===== config.mk =====
export PLATFORM = sky130hd
export DESIGN_NAME = amax_seq
export DESIGN_NICKNAME = d
export VERILOG_FILES = /design/src/design/assert_macros.svh /design/src/design/amax_pkg.sv /design/src/design/amax_seq.sv
export SDC_FILE = /design/constraint.sdc
export NUM_CORES = 1
export LEC_CHECK = 0
export ABC_CLOCK_PERIOD_IN_PS = 11350
export CAP_MARGIN = 20
export CORE_AREA = 2 2 77 79
export DETAILED_ROUTE_END_ITERATION = 10
export DIE_AREA = 0 0 79 81
export DONT_BUFFER_PORTS = 1
export HOLD_SLACK_MARGIN = 0.03
export PLACE_DENSITY = 0.81
export REMOVE_ABC_BUFFERS = 1
export SLEW_MARGIN = 20
export SYNTH_ARGS = -nofsm -noshare
export SYNTH_HDL_FRONTEND = slang
export SYNTH_SLANG_ARGS = --single-unit

===== constraint.sdc =====
create_clock -name clock -period 11.35 [get_ports clock]
set_input_delay 3.405 -clock clock [delete_from_list [all_inputs] [get_ports clock]]
set_output_delay 3.405 -clock clock [all_outputs]
set_load 0.02 [all_outputs]

===== src/design/assert_macros.svh =====
// Assertion macros shared by the design files.
// Each macro expands to a labeled concurrent assertion, or to nothing under SYNTH.
`ifndef ASSERT_MACROS_SVH
`define ASSERT_MACROS_SVH
`ifndef SYNTH
`define ASSERT_IMPL(label, clk, rst, prop, msg) \
   label: assert property (@(posedge clk) disable iff (rst) prop) else $error(msg);
`define ASSERT_NORST(label, clk, prop, msg) \
   label: assert property (@(posedge clk) prop) else $error(msg);
`else
`define ASSERT_IMPL(label, clk, rst, prop, msg)
`define ASSERT_NORST(label, clk, prop, msg)
`endif
`endif


===== src/design/amax_pkg.sv =====
// Package for the argmax unit: sizes, register indexes and the float compare.
// No dependencies.
`timescale 1ns / 1ps
package amax_pkg;
   localparam int INNER_MAX = 4096;
   localparam int AXIS_MAX = 65536;
   localparam int INNER_W = $clog2(INNER_MAX);
   localparam int AXIS_W = $clog2(AXIS_MAX);
   localparam int ICNT_W = 13;
   localparam int ACNT_W = 17;
   localparam logic [31:0] NEG_FLT_MAX_BITS = 32'hFF7F_FFFF;

   typedef enum logic [1:0] {
      REG_INNER_COUNT = 2'd0,
      REG_AXIS_LENGTH = 2'd1,
      REG_TIE_TAKE_LAST = 2'd2
   } reg_index_type;

   // Control passed from the sequencer to the update stage.
   typedef struct packed {
      logic              valid;
      logic [INNER_W-1:0] inner;
      logic [AXIS_W-1:0]  axis;
      logic              first;
      logic              last;
      logic              end_slice;
      logic [31:0]       value;
   } step_type;

   function automatic logic is_nan(input logic [31:0] a);
      is_nan = (a[30:23] == 8'hFF) && (a[22:0] != 23'd0);
   endfunction

   // True when a > b (or a >= b with ge) as IEEE floats; NaN never compares true.
   function automatic logic fp_wins(input logic [31:0] a, input logic [31:0] b,
                                    input logic ge);
      logic both_zero, eq, gt;
      both_zero = (a[30:0] == 31'd0) && (b[30:0] == 31'd0);
      eq = both_zero || (a == b);
      if (a[31] != b[31]) gt = !a[31];
      else if (!a[31]) gt = a[30:0] > b[30:0];
      else gt = a[30:0] < b[30:0];
      gt = gt && !both_zero;
      fp_wins = !is_nan(a) && !is_nan(b) && (gt || (ge && eq));
   endfunction
endpackage


===== src/design/amax_seq.sv =====
// Position sequencer: walks inner and axis positions for each accepted item.
// Depends on amax_pkg.
`timescale 1ns / 1ps
module amax_seq import amax_pkg::*; (
   input  logic                clock,
   input  logic                reset,
   input  logic                restart,
   input  logic                advance,
   input  logic [ICNT_W-1:0]   inner_count,
   input  logic [ACNT_W-1:0]   axis_length,
   output logic [INNER_W-1:0]  inner_pos,
   output logic [AXIS_W-1:0]   axis_pos,
   output logic                first,
   output logic                last,
   output logic                end_slice
);
   logic [INNER_W-1:0] inner_ff, inner_in;
   logic [AXIS_W-1:0] axis_ff, axis_in;
   logic [INNER_W-1:0] inner_last;
   logic [AXIS_W-1:0] axis_last;

   // Clamped terminal counts.
   always_comb begin
      if (inner_count == '0) inner_last = '0;
      else if (inner_count > ICNT_W'(INNER_MAX)) inner_last = INNER_W'(INNER_MAX - 1);
      else inner_last = INNER_W'(inner_count - 1'b1);
      if (axis_length == '0) axis_last = '0;
      else if (axis_length > ACNT_W'(AXIS_MAX)) axis_last = AXIS_W'(AXIS_MAX - 1);
      else axis_last = AXIS_W'(axis_length - 1'b1);
   end

   assign inner_pos = inner_ff;
   assign axis_pos = axis_ff;
   assign first = (axis_ff == '0);
   assign last = (axis_ff == axis_last);
   assign end_slice = (inner_ff == inner_last);

   // Next position.
   always_comb begin
      inner_in = inner_ff;
      axis_in = axis_ff;
      if (restart) begin
         inner_in = '0;
         axis_in = '0;
      end else if (advance) begin
         if (inner_ff == inner_last) begin
            inner_in = '0;
            axis_in = (axis_ff == axis_last) ? '0 : axis_ff + 1'b1;
         end else begin
            inner_in = inner_ff + 1'b1;
         end
      end
   end

   always_ff @(posedge clock) begin
      if (reset) begin
         inner_ff <= '0;
         axis_ff <= '0;
      end else begin
         inner_ff <= inner_in;
         axis_ff <= axis_in;
      end
   end
endmodule


==> summary.txt <==
Synth
  – Mapped cell area: 3240 sq um
  – Post-synthesis compound-gate area fraction: 24.1%
  – Xor/xnor share of the synthesized area: 8.93%
  – Synth Area per Inst: 7.24 sq um
  – Adder-Cell Fraction of Synth Area: 1.93%
  – Number of enable flip-flop cells after synthesis: 0
  – Yosys warns: 0
  – Sequential area share after synthesis: 17.3%
  – Mux cell area share after synthesis: 0.619%
  – Post-Synth Simple-Gate Area: 39.8%
  – Cell count after synthesis: 447
  – Unique masters post-synth: 75
  – Prevailing post-synth register cell: dfxtp_1
  – Largest family of logic cells by synthesized area: simple AND/OR/NAND/NOR gates
  – Post-synth ARST share: 0%
  – Post-synthesis register bit count: 28

Power and ir drop
  – Final Power: 0.000212 W
  – PD cells: 65.2 nW/um^2
  – Pleak: 0.970 nW
  – Worst VDD drop: 0.0000427 V

Routing
  – Detail Route Antenna Nets: 0
  – DR pass1 iterations: 5
  – Avg WL per Cell: 18.2 um
  – Routed wire length: 8960 um
  – Residual DRC count: 0
  – DR iter-0 viols: 386
  – Number of vias per cell: 7.03
  – Via count: 3,461

STA
  – Final TNS setup: 0 ps
  – Hold Vio Cnt, Final: 0
  – PnR worst setup slack: 1190 ps
  – Tcrit/Tclk final: 89.5%
  – Min Clock Period, post-route: 10,160 ps
  – Max Transition Viols Final: 0
  – Worst Hold Margin: 620 ps
  – Setup-failing EPs final: 0
  – Pin slew with the least headroom to its limit: 1090 ps
  – Slew headroom: 26.0%
  – Worst Skew: 2.50 ps
  – RSZ-0062 raised after global routing: no
  – FMAX: 98.4 MHz

Cells and area
  – Area grow syn2layout: 0.425%
  – ANT cells: 0
  – Layout cells sized above 1: 5.28%
  – Commonest non-fill, non-tap cells in the layout: nor2_1 (38), dfxtp_1 (28), o21ai_0 (23), nand2_1 (22), inv_1 (21)
  – Final Util: 57.3%
  – Nets: 457
  – Most common cell after layout, fill and taps aside: nor2_1

Placed design
  – Hpwl dp: 6690 um
  – Gpl congestion: 0.940
  – # port buffers: 0
  – DP Worst Slack: 1290 ps

Clock network
  – CTS clk-pin slew, worst paths: 100 ps
  – H-tree levels: 1
  – Clock root buffer master: clkbuf_8
  – Post-CTS setup buffers: 0
  – CTS max path bufs: 2
  – Worst-Skew Late Latency: 280 ps
  – CTS tree: built
  – CTS sink count: 28
  – CTS Buf Count: 3
  – Cts hold-fix bufs: 0
  – Post-CTS resize count: 0

Global routing
  – Largest net degree at the start of global routing: 17
  – Number of global-route vias before repair: 2,960
  – First-pass GRT wire length: 14,300 um
  – Initial antenna violation count: 0
  – GRT Residual Overflow: 0
  – Global-route usage over all layers: 27.0%

Critical path
  – Max FO, Critical Path: 11
  – CP Capture Type: output pin
  – Critical Path RT: 7950 ps
  – Startpoint Class: input pin
  – Worst path arrival time: 6750 ps
  – Worst setup path class: in2out

Job
  – Max-Cap Viols: 0

Die
  – Die area: 6400 sq um
  – Die width: 79 um
  – Die span in y: 81 um
  – Core area: 5680 sq um
  – Initial core utilization: 57.0%
  – Num rows: 28
  – I/O Pins: 65

Run status
  – Status: finished clean

Worst hold path
  – Hold crit path type: reg2reg
-- cell usage after synthesis, drive strengths merged (13+ instances only) --
cell type	instances	share of area, %
nor3	19	3.3
and2	13	2.6
a21oi	16	2.5
xnor2	20	5.4
xor2	13	3.5
nand4	18	3.5
nand2	23	2.7
clkbuf	25	2.9
or4	13	3.1
or3	18	3.5
o21ai	24	3.7
dfxtp	28	17
nor4	15	3.6
nand3	18	2.9
nor2	38	4.4
inv	21	2.4
-- cells by family (layout without fill, tap and decap cells) --
family                     after synthesis  in the layout
AOI/OAI and AO/OA                      110            110
xor gates and xnor gates                33             33
adders and majority gates                5              5
buffers and inverters                   55             25
DFF                                     28             28
muxes                                    2              2
and+or+nand+nor                        214            214
-- power by group --
group	internal (W)	switching, W	total, W
combinational	0.0000149	0.0000184	0.0000332
clock	0.0000473	0.0000319	0.0000792
sequential	0.0000984	0.000000981	0.0000994
total	0.000161	0.0000513	0.000212
-- state kept, by name, summed over array words and instances (netlist names) --
| name | cells |
|---|---|
| inner_pos | 12 |
| axis_pos | 16 |
-- worst max-delay path, stage by stage --
cell and delay (ps):
inv_1 80, ha_1 210, or4b_1 510, or4_1 740
and2_4 290, a2111oi_1 380, nor4_1 130, a2111oi_0 410
nand4_1 310, inv_1 270
-- final timing paths --
path | start | to | slack [ps] | cells after the start
max | axis_length[0] | last | 1190 | 10
min | axis_pos[0]$_SDFFE_PP0P_ | axis_pos[0]$_SDFFE_PP0P_ | 620 | 2
max reg2reg | inner_pos[1]$_SDFFE_PP0P_ | axis_pos[8]$_SDFFE_PP0P_ | 8210 | 8
min reg2reg | axis_pos[0]$_SDFFE_PP0P_ | axis_pos[0]$_SDFFE_PP0P_ | 620 | 2
-- routing by layer --
metal	global-route usage, %	routed length, um	share of wire, %	up-vias
met4	5.52	175	2.0	0
met1	36.9	3790	42	1606
li1	-	-	-	1644
met2	45.8	4180	47	189
met5	0	0	0	-
met3	3.56	822	9.2	22
-- per-stage QoR --
stage | area (sq um) | instances
global placement | 3170 | 488
finish | 3250 | 492
CTS | 3240 | 492
global route | 3250 | 492
floorplan | 3080 | 413
detailed placement | 3170 | 488
-- final cells by class --
class	count	area, sq um
Multi-Input combinational cell	364	2440
Fill cell	516	2430
Sequential cell	28	561
Tap cell	75	93.8
Inverter	21	78.8
Clock buffer	3	41.3
Clock inverter	1	30.0
No activity file was read; power rests on OpenSTA's default activity.
